<file path="src/sv/lru_key_value_cache_assert.svh">
// Assertion macros shared by the cache RTL.
// Both expect signals named clk and arst_n in the including scope.
`ifndef LRU_KEY_VALUE_CACHE_ASSERT_SVH
`define LRU_KEY_VALUE_CACHE_ASSERT_SVH

// The consequent must hold in the same cycle as the antecedent.
`define LKV_ASSERT_HOLDS(label, ante, cons, msg) \
	label: assert property (@(posedge clk) disable iff (!arst_n) (ante) |-> (cons)) \
		else $error(msg);

// The consequent must hold in the cycle after the antecedent.
`define LKV_ASSERT_NEXT(label, ante, cons, msg) \
	label: assert property (@(posedge clk) disable iff (!arst_n) (ante) |=> (cons)) \
		else $error(msg);

`endif

</file>
<file path="src/sv/lkv_pkg.sv">
package lkv_pkg;

	localparam logic       REQ_GET    = 1'b0;
	localparam logic       REQ_SET    = 1'b1;
	localparam logic [6:0] CAP_RESET  = 7'd64;
	localparam logic [31:0] MISS_VALUE = 32'hFFFF_FFFF;

	typedef struct packed {
		logic               req_type;
		logic signed [31:0] key;
		logic signed [31:0] value;
	} req_t;

	typedef struct packed {
		logic               hit;
		logic signed [31:0] read_value;
	} rsp_t;

	// Control from the sequencer to the scan unit.
	typedef struct packed {
		logic clear;
		logic sample;
	} scan_ctl_t;

	// What the scan unit has found so far.
	typedef struct packed {
		logic match;
		logic oldest;
		logic free;
	} scan_flags_t;

endpackage

</file>
<file path="src/sv/lkv_ram.sv">
module lkv_ram #(
	parameter int WIDTH = 32,
	parameter int DEPTH = 64
) (
	input  logic                                       clk,
	input  logic                                       we,
	input  logic [((DEPTH > 1) ? $clog2(DEPTH) : 1)-1:0] waddr,
	input  logic [WIDTH-1:0]                           wdata,
	input  logic [((DEPTH > 1) ? $clog2(DEPTH) : 1)-1:0] raddr,
	output logic [WIDTH-1:0]                           rdata
);

	logic [WIDTH-1:0] mem_q [DEPTH];

	always_ff @(posedge clk) begin
		if (we) begin
			mem_q[waddr] <= wdata;
		end
		rdata <= mem_q[raddr];
	end

endmodule

</file>
<file path="src/sv/lkv_scan.sv">
module lkv_scan #(
	parameter int IW = 6
) (
	input  logic                   clk,
	input  logic                   arst_n,
	input  lkv_pkg::scan_ctl_t     ctl,
	input  logic [IW-1:0]          idx,
	input  logic [31:0]            key_ref,
	input  logic [31:0]            key_rd,
	input  logic [31:0]            value_rd,
	input  logic                   entry_valid,
	input  logic [IW-1:0]          entry_rank,
	output lkv_pkg::scan_flags_t   flags,
	output logic [IW-1:0]          match_idx,
	output logic [IW-1:0]          match_rank,
	output logic [31:0]            match_value,
	output logic [IW-1:0]          old_idx,
	output logic [IW-1:0]          free_idx
);

	lkv_pkg::scan_flags_t flags_q;
	logic [IW-1:0]        match_idx_q;
	logic [IW-1:0]        match_rank_q;
	logic [31:0]          match_value_q;
	logic [IW-1:0]        old_idx_q;
	logic [IW-1:0]        old_rank_q;
	logic [IW-1:0]        free_idx_q;
	logic                 take_match;
	logic                 take_old;
	logic                 take_free;

	// One entry per cycle through the key comparator and the rank comparator.
	always_comb begin
		take_match = ctl.sample && entry_valid && (key_rd == key_ref) && !flags_q.match;
		take_old   = ctl.sample && entry_valid && (!flags_q.oldest || (entry_rank > old_rank_q));
		take_free  = ctl.sample && !entry_valid && !flags_q.free;
	end

	always_ff @(posedge clk or negedge arst_n) begin
		if (!arst_n) begin
			flags_q <= '0;
		end else if (ctl.clear) begin
			flags_q <= '0;
		end else begin
			if (take_match) flags_q.match  <= 1'b1;
			if (take_old)   flags_q.oldest <= 1'b1;
			if (take_free)  flags_q.free   <= 1'b1;
		end
	end

	always_ff @(posedge clk) begin
		if (take_match) begin
			match_idx_q   <= idx;
			match_rank_q  <= entry_rank;
			match_value_q <= value_rd;
		end
		if (take_old) begin
			old_idx_q  <= idx;
			old_rank_q <= entry_rank;
		end
		if (take_free) begin
			free_idx_q <= idx;
		end
	end

	assign flags       = flags_q;
	assign match_idx   = match_idx_q;
	assign match_rank  = match_rank_q;
	assign match_value = match_value_q;
	assign old_idx     = old_idx_q;
	assign free_idx    = free_idx_q;

endmodule

</file>
<file path="src/sv/lru_key_value_cache.sv">
// Key-value cache with least-recently-used replacement.
// Requests arrive on req (req_valid/req_stall): a get looks up req.key, a set
// writes req.value under req.key. Each get yields one transaction on rsp
// (rsp_valid/rsp_stall) carrying the hit flag and the stored value, or -1 on a
// miss; a set yields nothing. Capacity is written through cfg_valid/cfg_data
// (cfg_ready is always high) and should only change while the cache is idle.
// Each request is handled by a sequencer around one scan unit and three RAMs.
// A scan pass reads every slot once, one per cycle, looking for the key, the
// least recent entry and a free slot; the response is registered in the decide
// state after the pass. A hit or a set then needs a second pass that rewrites
// the recency rank of every slot, one per cycle, while a get miss goes back to
// idle from the decide state. req_stall is high whenever a request is in
// progress. After reset a clearing pass marks every slot free; requests are
// held off until it ends. Capacity resets to 64.
// A pending response waits in its output register while rsp_stall is high; the
// next request is still accepted and scanned, and a get then waits in the
// decide state until the register is free.
module lru_key_value_cache #(
	parameter int ENTRIES = 64
) (
	input  logic          clk,
	input  logic          arst_n,
	input  logic          req_valid,
	output logic          req_stall,
	input  lkv_pkg::req_t req,
	output logic          rsp_valid,
	input  logic          rsp_stall,
	output lkv_pkg::rsp_t rsp,
	input  logic          cfg_valid,
	output logic          cfg_ready,
	input  logic [6:0]    cfg_data
);

	`include "lru_key_value_cache_assert.svh"

	localparam int IW = (ENTRIES > 1) ? $clog2(ENTRIES) : 1;
	localparam int MW = IW + 1;
	localparam int OW = $clog2(ENTRIES + 1);
	localparam int CW = (OW > 7) ? OW : 7;
	localparam logic [IW-1:0] LAST = IW'(ENTRIES - 1);

	localparam logic [2:0] ST_CLEAR  = 3'd0;
	localparam logic [2:0] ST_IDLE   = 3'd1;
	localparam logic [2:0] ST_SCAN   = 3'd2;
	localparam logic [2:0] ST_DECIDE = 3'd3;
	localparam logic [2:0] ST_UPDATE = 3'd4;

	logic [2:0]           state_q;
	logic [IW-1:0]        ptr_q;
	logic                 issue_q;
	logic                 rd_vld_s1;
	logic [IW-1:0]        rd_idx_s1;
	logic [OW-1:0]        occ_q;
	logic [6:0]           cap_q;
	lkv_pkg::req_t        req_q;
	logic                 rsp_valid_q;
	lkv_pkg::rsp_t        rsp_q;
	logic [IW-1:0]        tgt_q;
	logic                 touch_q;
	logic [IW-1:0]        touch_rank_q;

	lkv_pkg::scan_ctl_t   scan_ctl;
	lkv_pkg::scan_flags_t flags;
	logic [IW-1:0]        match_idx;
	logic [IW-1:0]        match_rank;
	logic [31:0]          match_value;
	logic [IW-1:0]        old_idx;
	logic [IW-1:0]        free_idx;

	logic [31:0]          key_rd;
	logic [31:0]          value_rd;
	logic [MW-1:0]        meta_rd;
	logic                 m_valid;
	logic [IW-1:0]        m_rank;
	logic [MW-1:0]        meta_new;
	logic                 meta_we;
	logic [IW-1:0]        meta_waddr;
	logic [MW-1:0]        meta_wdata;
	logic                 key_we;
	logic                 value_we;

	logic                 op_set;
	logic                 can_out;
	logic                 dec_wait;
	logic                 dec_go;
	logic                 dec_insert;
	logic                 rsp_load;
	logic                 evict;
	logic [IW-1:0]        tgt_d;
	logic                 sweep_end;
	logic [CW-1:0]        cap_ext;
	logic [CW-1:0]        eff_cap;

	always_comb begin
		req_stall  = (state_q != ST_IDLE);
		op_set     = (req_q.req_type == lkv_pkg::REQ_SET);
		can_out    = !rsp_valid_q || !rsp_stall;
		dec_wait   = (state_q == ST_DECIDE) && !op_set && !can_out;
		dec_go     = (state_q == ST_DECIDE) && !dec_wait;
		rsp_load   = (state_q == ST_DECIDE) && !op_set && can_out;
		dec_insert = (state_q == ST_DECIDE) && op_set && !flags.match;
		sweep_end  = rd_vld_s1 && (rd_idx_s1 == LAST);

		// Capacity zero acts as one; anything above the slot count saturates.
		cap_ext = CW'(cap_q);
		if (cap_ext == '0) begin
			eff_cap = CW'(1);
		end else if (cap_ext > CW'(ENTRIES)) begin
			eff_cap = CW'(ENTRIES);
		end else begin
			eff_cap = cap_ext;
		end
		evict = (CW'(occ_q) >= eff_cap);

		if (flags.match) begin
			tgt_d = match_idx;
		end else if (evict) begin
			tgt_d = old_idx;
		end else begin
			tgt_d = free_idx;
		end

		scan_ctl.clear  = (state_q == ST_IDLE) && req_valid;
		scan_ctl.sample = (state_q == ST_SCAN) && rd_vld_s1;
	end

	// Recency rewrite for the slot whose ranks have just been read.
	always_comb begin
		m_valid = meta_rd[IW];
		m_rank  = meta_rd[IW-1:0];
		if (rd_idx_s1 == tgt_q) begin
			meta_new = {1'b1, {IW{1'b0}}};
		end else if (touch_q) begin
			if (m_valid && (m_rank < touch_rank_q)) begin
				meta_new = {1'b1, m_rank + IW'(1)};
			end else begin
				meta_new = meta_rd;
			end
		end else if (m_valid) begin
			meta_new = {1'b1, m_rank + IW'(1)};
		end else begin
			meta_new = meta_rd;
		end

		meta_we    = (state_q == ST_CLEAR) || ((state_q == ST_UPDATE) && rd_vld_s1);
		meta_waddr = (state_q == ST_CLEAR) ? ptr_q : rd_idx_s1;
		meta_wdata = (state_q == ST_CLEAR) ? '0 : meta_new;
		key_we     = dec_insert;
		value_we   = (state_q == ST_DECIDE) && op_set;
	end

	always_ff @(posedge clk or negedge arst_n) begin
		if (!arst_n) begin
			state_q     <= ST_CLEAR;
			ptr_q       <= '0;
			issue_q     <= 1'b0;
			rd_vld_s1   <= 1'b0;
			rsp_valid_q <= 1'b0;
			occ_q       <= '0;
			cap_q       <= lkv_pkg::CAP_RESET;
		end else begin
			if (cfg_valid && cfg_ready) begin
				cap_q <= cfg_data;
			end

			if (rsp_load) begin
				rsp_valid_q <= 1'b1;
			end else if (!rsp_stall) begin
				rsp_valid_q <= 1'b0;
			end

			rd_vld_s1 <= issue_q;

			unique case (state_q)
				ST_CLEAR: begin
					if (ptr_q == LAST) begin
						ptr_q   <= '0;
						state_q <= ST_IDLE;
					end else begin
						ptr_q <= ptr_q + IW'(1);
					end
				end
				ST_IDLE: begin
					if (req_valid) begin
						state_q <= ST_SCAN;
						issue_q <= 1'b1;
						ptr_q   <= '0;
					end
				end
				ST_SCAN, ST_UPDATE: begin
					if (issue_q) begin
						if (ptr_q == LAST) begin
							issue_q <= 1'b0;
						end else begin
							ptr_q <= ptr_q + IW'(1);
						end
					end
					if (sweep_end) begin
						state_q <= (state_q == ST_SCAN) ? ST_DECIDE : ST_IDLE;
					end
				end
				ST_DECIDE: begin
					if (dec_go) begin
						if (!op_set && !flags.match) begin
							state_q <= ST_IDLE;
						end else begin
							state_q <= ST_UPDATE;
							issue_q <= 1'b1;
							ptr_q   <= '0;
						end
					end
					// An eviction frees one slot and the insert fills it again.
					if (dec_insert && !evict) begin
						occ_q <= occ_q + OW'(1);
					end
				end
				default: begin
					state_q <= ST_IDLE;
				end
			endcase
		end
	end

	always_ff @(posedge clk) begin
		rd_idx_s1 <= ptr_q;
		if ((state_q == ST_IDLE) && req_valid) begin
			req_q <= req;
		end
		if (rsp_load) begin
			rsp_q.hit        <= flags.match;
			rsp_q.read_value <= flags.match ? match_value : lkv_pkg::MISS_VALUE;
		end
		if (dec_go) begin
			tgt_q        <= tgt_d;
			touch_q      <= flags.match;
			touch_rank_q <= match_rank;
		end
	end

	lkv_ram #(.WIDTH(32), .DEPTH(ENTRIES)) u_key_ram (
		.clk   (clk),
		.we    (key_we),
		.waddr (tgt_d),
		.wdata (req_q.key),
		.raddr (ptr_q),
		.rdata (key_rd)
	);

	lkv_ram #(.WIDTH(32), .DEPTH(ENTRIES)) u_value_ram (
		.clk   (clk),
		.we    (value_we),
		.waddr (tgt_d),
		.wdata (req_q.value),
		.raddr (ptr_q),
		.rdata (value_rd)
	);

	// Valid bit above the recency rank; the clearing pass zeroes it.
	lkv_ram #(.WIDTH(MW), .DEPTH(ENTRIES)) u_meta_ram (
		.clk   (clk),
		.we    (meta_we),
		.waddr (meta_waddr),
		.wdata (meta_wdata),
		.raddr (ptr_q),
		.rdata (meta_rd)
	);

	lkv_scan #(.IW(IW)) u_scan (
		.clk         (clk),
		.arst_n      (arst_n),
		.ctl         (scan_ctl),
		.idx         (rd_idx_s1),
		.key_ref     (req_q.key),
		.key_rd      (key_rd),
		.value_rd    (value_rd),
		.entry_valid (meta_rd[IW]),
		.entry_rank  (meta_rd[IW-1:0]),
		.flags       (flags),
		.match_idx   (match_idx),
		.match_rank  (match_rank),
		.match_value (match_value),
		.old_idx     (old_idx),
		.free_idx    (free_idx)
	);

	assign rsp_valid = rsp_valid_q;
	assign rsp       = rsp_q;
	assign cfg_ready = 1'b1;

	`LKV_ASSERT_HOLDS(a_free_slot_found, dec_insert && !evict, flags.free, "insert without a free slot")
	`LKV_ASSERT_HOLDS(a_victim_found, dec_insert && evict, flags.oldest, "eviction without a valid entry")
	`LKV_ASSERT_NEXT(a_busy_after_accept, req_valid && !req_stall, req_stall, "request not held off")
	`LKV_ASSERT_HOLDS(a_rsp_from_get, $rose(rsp_valid), $past(rsp_load), "response without a get")

endmodule

</file>
<file path="config.mk">
export PLATFORM = sky130hd
export DESIGN_NAME = lru_key_value_cache
export DESIGN_NICKNAME = d
export VERILOG_FILES = /design/src/sv/lkv_pkg.sv /design/src/sv/lkv_ram.sv /design/src/sv/lkv_scan.sv /design/src/sv/lru_key_value_cache.sv
export VERILOG_INCLUDE_DIRS = /design/src /design/src/sv
export SDC_FILE = /design/constraint.sdc
export NUM_CORES = 2
export LEC_CHECK = 0
export ABC_AREA = 1
export BUFFER_PORTS_ARGS = -buffer_cell sky130_fd_sc_hd__buf_2
export CAP_MARGIN = 10
export CORE_UTILIZATION = 40
export DETAILED_ROUTE_END_ITERATION = 10
export GPL_TIMING_DRIVEN = 1
export PLACE_DENSITY_LB_ADDON = 0.2
export SKIP_LAST_GASP = 1
export SYNTH_ARGS = -nofsm -noshare
export SYNTH_HDL_FRONTEND = slang
export SYNTH_MEMORY_MAX_BITS = 65536
export SYNTH_SLANG_ARGS = --single-unit
</file>
<file path="constraint.sdc">
create_clock -name clk -period 7.16 [get_ports clk]
set_input_delay 1.432 -clock clk [delete_from_list [all_inputs] [get_ports clk]]
set_output_delay 1.432 -clock clk [all_outputs]
set_load 0.01 [all_outputs]
</file>
==> metrics <==
largest net degree at the start of global routing=194; final cycle utilization of the critical path=74.6%; layout cells sized above 1=9.05%; post-route minimum period=5.34 ns; Min-Delay Path Class=flip-flop to flip-flop; clock-pin slew on the worst setup and hold paths=0.06 ns; CP top delay family=simple AND/OR/NAND/NOR gates; critical path type=flip-flop to flip-flop; final hold violations=0; CP bufs+invs=2; Critical Path AT=6.07 ns; chip height=689 microns; MaxCap Viol Count=0; Yosys reg bits=4823; worst flop-to-flop path startpoint=cap_ext[4]; Synthesis Warnings=0; final slew viol count=0; Setup Buffers After CTS=0; setup TNS=0 ns; Crit Path Max Fanout=21; TritonCTS clock tree=built; sequential area share after synthesis=76.3%; dpl hpwl=304 mm; leading area contributor after synthesis=edfxtp_1; post-route setup slack=1.82 ns; CP startpoint kind=flip-flop; fin nets=14.4k; via count=116k; die width=689 microns; Commonest cells post-synth=4717 x edfxtp_1, 3001 x nor2_1, 2152 x o21ai_0; post-synth cell types=48; status=finished clean; Main synth FF type=edfxtp_1; crit path from=cap_ext[4]; Final Core Density=45.4%; top cells by area, synth=edfxtp_1 75%, nor2_1 6.0%, o21ai_0 5.7%, o211ai_1 2.1%, nand2_1 1.9%; core area=469000 sq um; first-pass GRT wire length=775 mm; Total Power=0.0837 W; CTS Root Cell=clkbuf_16; top cell type's share of synthesized area=75.1%; initial antenna violation count=19; area grow syn2layout=12.8%; total clock buffers created by CTS=521; number of DRC markers in iteration 0=12.1k; Worst path slowest cell=nor2_4; met2 Use GR=35.3%; placed insts=20.0k; Routed WL=533 mm; Syn Std Cell Area=189000 sq um; most common cell in the netlist=edfxtp_1; CP endpoint kind=flip-flop; RSZ-0062 raised after global routing=false; maximum clock rate=187 MHz; antenna viol nets, final=0; Pleak=67.5 nW; IO Count=113; Residual DRC=0; Cell Rows=251; Worst Max-Slew Pin Slew=1.29 ns; cells resized by post-CTS repair=0; CP cell instances=nor4_1, nand3_1, nand2_1, nand2_1, ha_1, nand2_1, nand2_1, a21oi_2, nand2_2, nand2_1, nand3_1, nand2_1, inv_1, nor2_2, nand2_1, nor2_4, buf_4; max incr delay on CP=0.83 ns; syn_nets=14.5k; # hold bufs at CTS=0; Max-Slew Margin vs Limit=13.5%; H-tree levels=6; Cells after Synth=14.4k; global route hottest layer=met2; Post-synth EDFFs=4717; Detailed Routing Iterations Pass 1=6; met3 GRT Util=2.56%; Clock Tree Buf Depth=4; PortBufs=111; vias in the first global route=111k; met1 usage=30.8%; Via density=5.55; Peak supply drop=0.428 mV; pwr dens=393 nW/um^2; Post-Layout Cell Count=20.9k; Most common cell on crit path=nand2_1; Layout Skew=0.0984 ns; Async SR Flop Fraction=0.601%; Setup violations, final=0; die area=475000 sq um; Filler cells=41.7k; Starting Density=40.3%; CTS sink count=4823; GPL Wtd Cong=0.884; clk_lat worst skew=1.09 ns; worst slack at placement=1.88 ns; total grt overflow=0; All-Layer GR Usage=21.9%; critical path required time=7.89 ns; routed len/inst=25.5 microns; HP Start=u_value_ram.rdata[23]; synthesized area per cell=13.1 sq um
layout make-up:
type,instances,area [sq um],share of cell area [%]
clock buffer,675,14000,6.57
sequential,4823,144000,67.6
multi-input combinational,8450,41100,19.3
tap,6198,7750,3.64
antenna,3,7.51,0.00353
clock inverter,264,2380,1.12
timing repair buffer,404,3330,1.56
inverter,102,440,0.207
power by group:
part | total [W] | switching [W] | internal, W | leakage [nW]
sequential | 0.0338 | 0.000596 | 0.0333 | 43.4
clock | 0.0261 | 0.0113 | 0.0148 | 7.98
combinational | 0.0238 | 0.0182 | 0.00563 | 16.1
total | 0.0837 | 0.0301 | 0.0536 | 67.5
registers in the layout (all words and copies together), names as in the netlist, 7 cells and up:
signal              count
req_q                  64
u_meta_ram.mem_q      448
u_key_ram.mem_q      2048
rsp                    33
cap_ext                 7
u_value_ram.mem_q    2048
u_value_ram.rdata      32
occ_q                   7
u_meta_ram.rdata        7
u_key_ram.rdata        32
u_scan.match_value     32
worst reg2reg max path, cell delays in order, from the launching register on:
cell     delay (ns)
dfrtp_1        0.40
nor4_1         0.30
nand3_1        0.13
nand2_1        0.10
nand2_1        0.07
ha_1           0.29
nand2_1        0.07
nand2_1        0.06
a21oi_2        0.51
nand2_2        0.25
nand2_1        0.11
nand3_1        0.07
nand2_1        0.15
inv_1          0.14
nor2_2         0.75
nand2_1        0.34
nor2_4         0.83
buf_4          0.44
layout by cell type, fill, tap and decap left out, types with 21 or more instances in the layout:
master and count:
bufinv_16 23, nand4_1 59, buf_4 247, nor2_4 133, clkbuf_16 531, clkinv_1 104
buf_12 46, o21ai_0 2152, a21oi_1 255, clkbuf_1 128, o22ai_1 499, nand2_1 951
inv_1 86, dfrtp_1 23, dfxtp_1 77, or2_2 47, nor2_1 2869, xor2_1 24
o211ai_1 540, edfxtp_1 4717, xnor2_1 21, ha_1 21, clkinv_2 76, o221ai_1 34
buf_2 111, nand3_1 694, o21ai_1 71, nor3_1 21
final timing paths:
kind / to / cells after the start / slack (ns)
max: u_value_ram.mem_q[52][18] / 17 / 1.82
min: u_scan.match_value[23] / 0 / 0.40
max reg2reg: u_value_ram.mem_q[52][18] / 17 / 1.82
min reg2reg: u_scan.match_value[23] / 0 / 0.40
max in group asynchronous: ptr_q[1] / 2 / 6.14
min in group asynchronous: rsp_valid / 2 / 0.44
through the flow:
| stage | hold slack (ns) | area, sq um |
|---|---|---|
| 6_report | 0.403 | 213000 |
| 2_1_floorplan | 0.366 | 189000 |
| 5_1_grt | 0.407 | 213000 |
| 4_1_cts | 0.404 | 213000 |
| 3_5_place_dp | 0.389 | 196000 |
| 3_3_place_gp | 0.388 | 196000 |
cells by family after synthesis:
kind of cell,count (synthesis),share of synthesized area [%]
flops,4823,76.3
simple gates,4796,10.2
compound gates,3582,10.6
buf+inv,1089,2.53
xor+xnor,45,0.209
fa+ha+maj,21,0.139
mux,5,0.0298
other cells,1,0.00199
metal layers:
metal  wire, microns  part of all wire (%)  vias up
met5              13                0.0024        -
met2          251000                    47     3802
met4           18800                   3.5        2
met3           30100                   5.6      842
met1          233000                    44    58625
li1                -                     -    52917
Note: power is estimated with default switching activity, not from simulation.
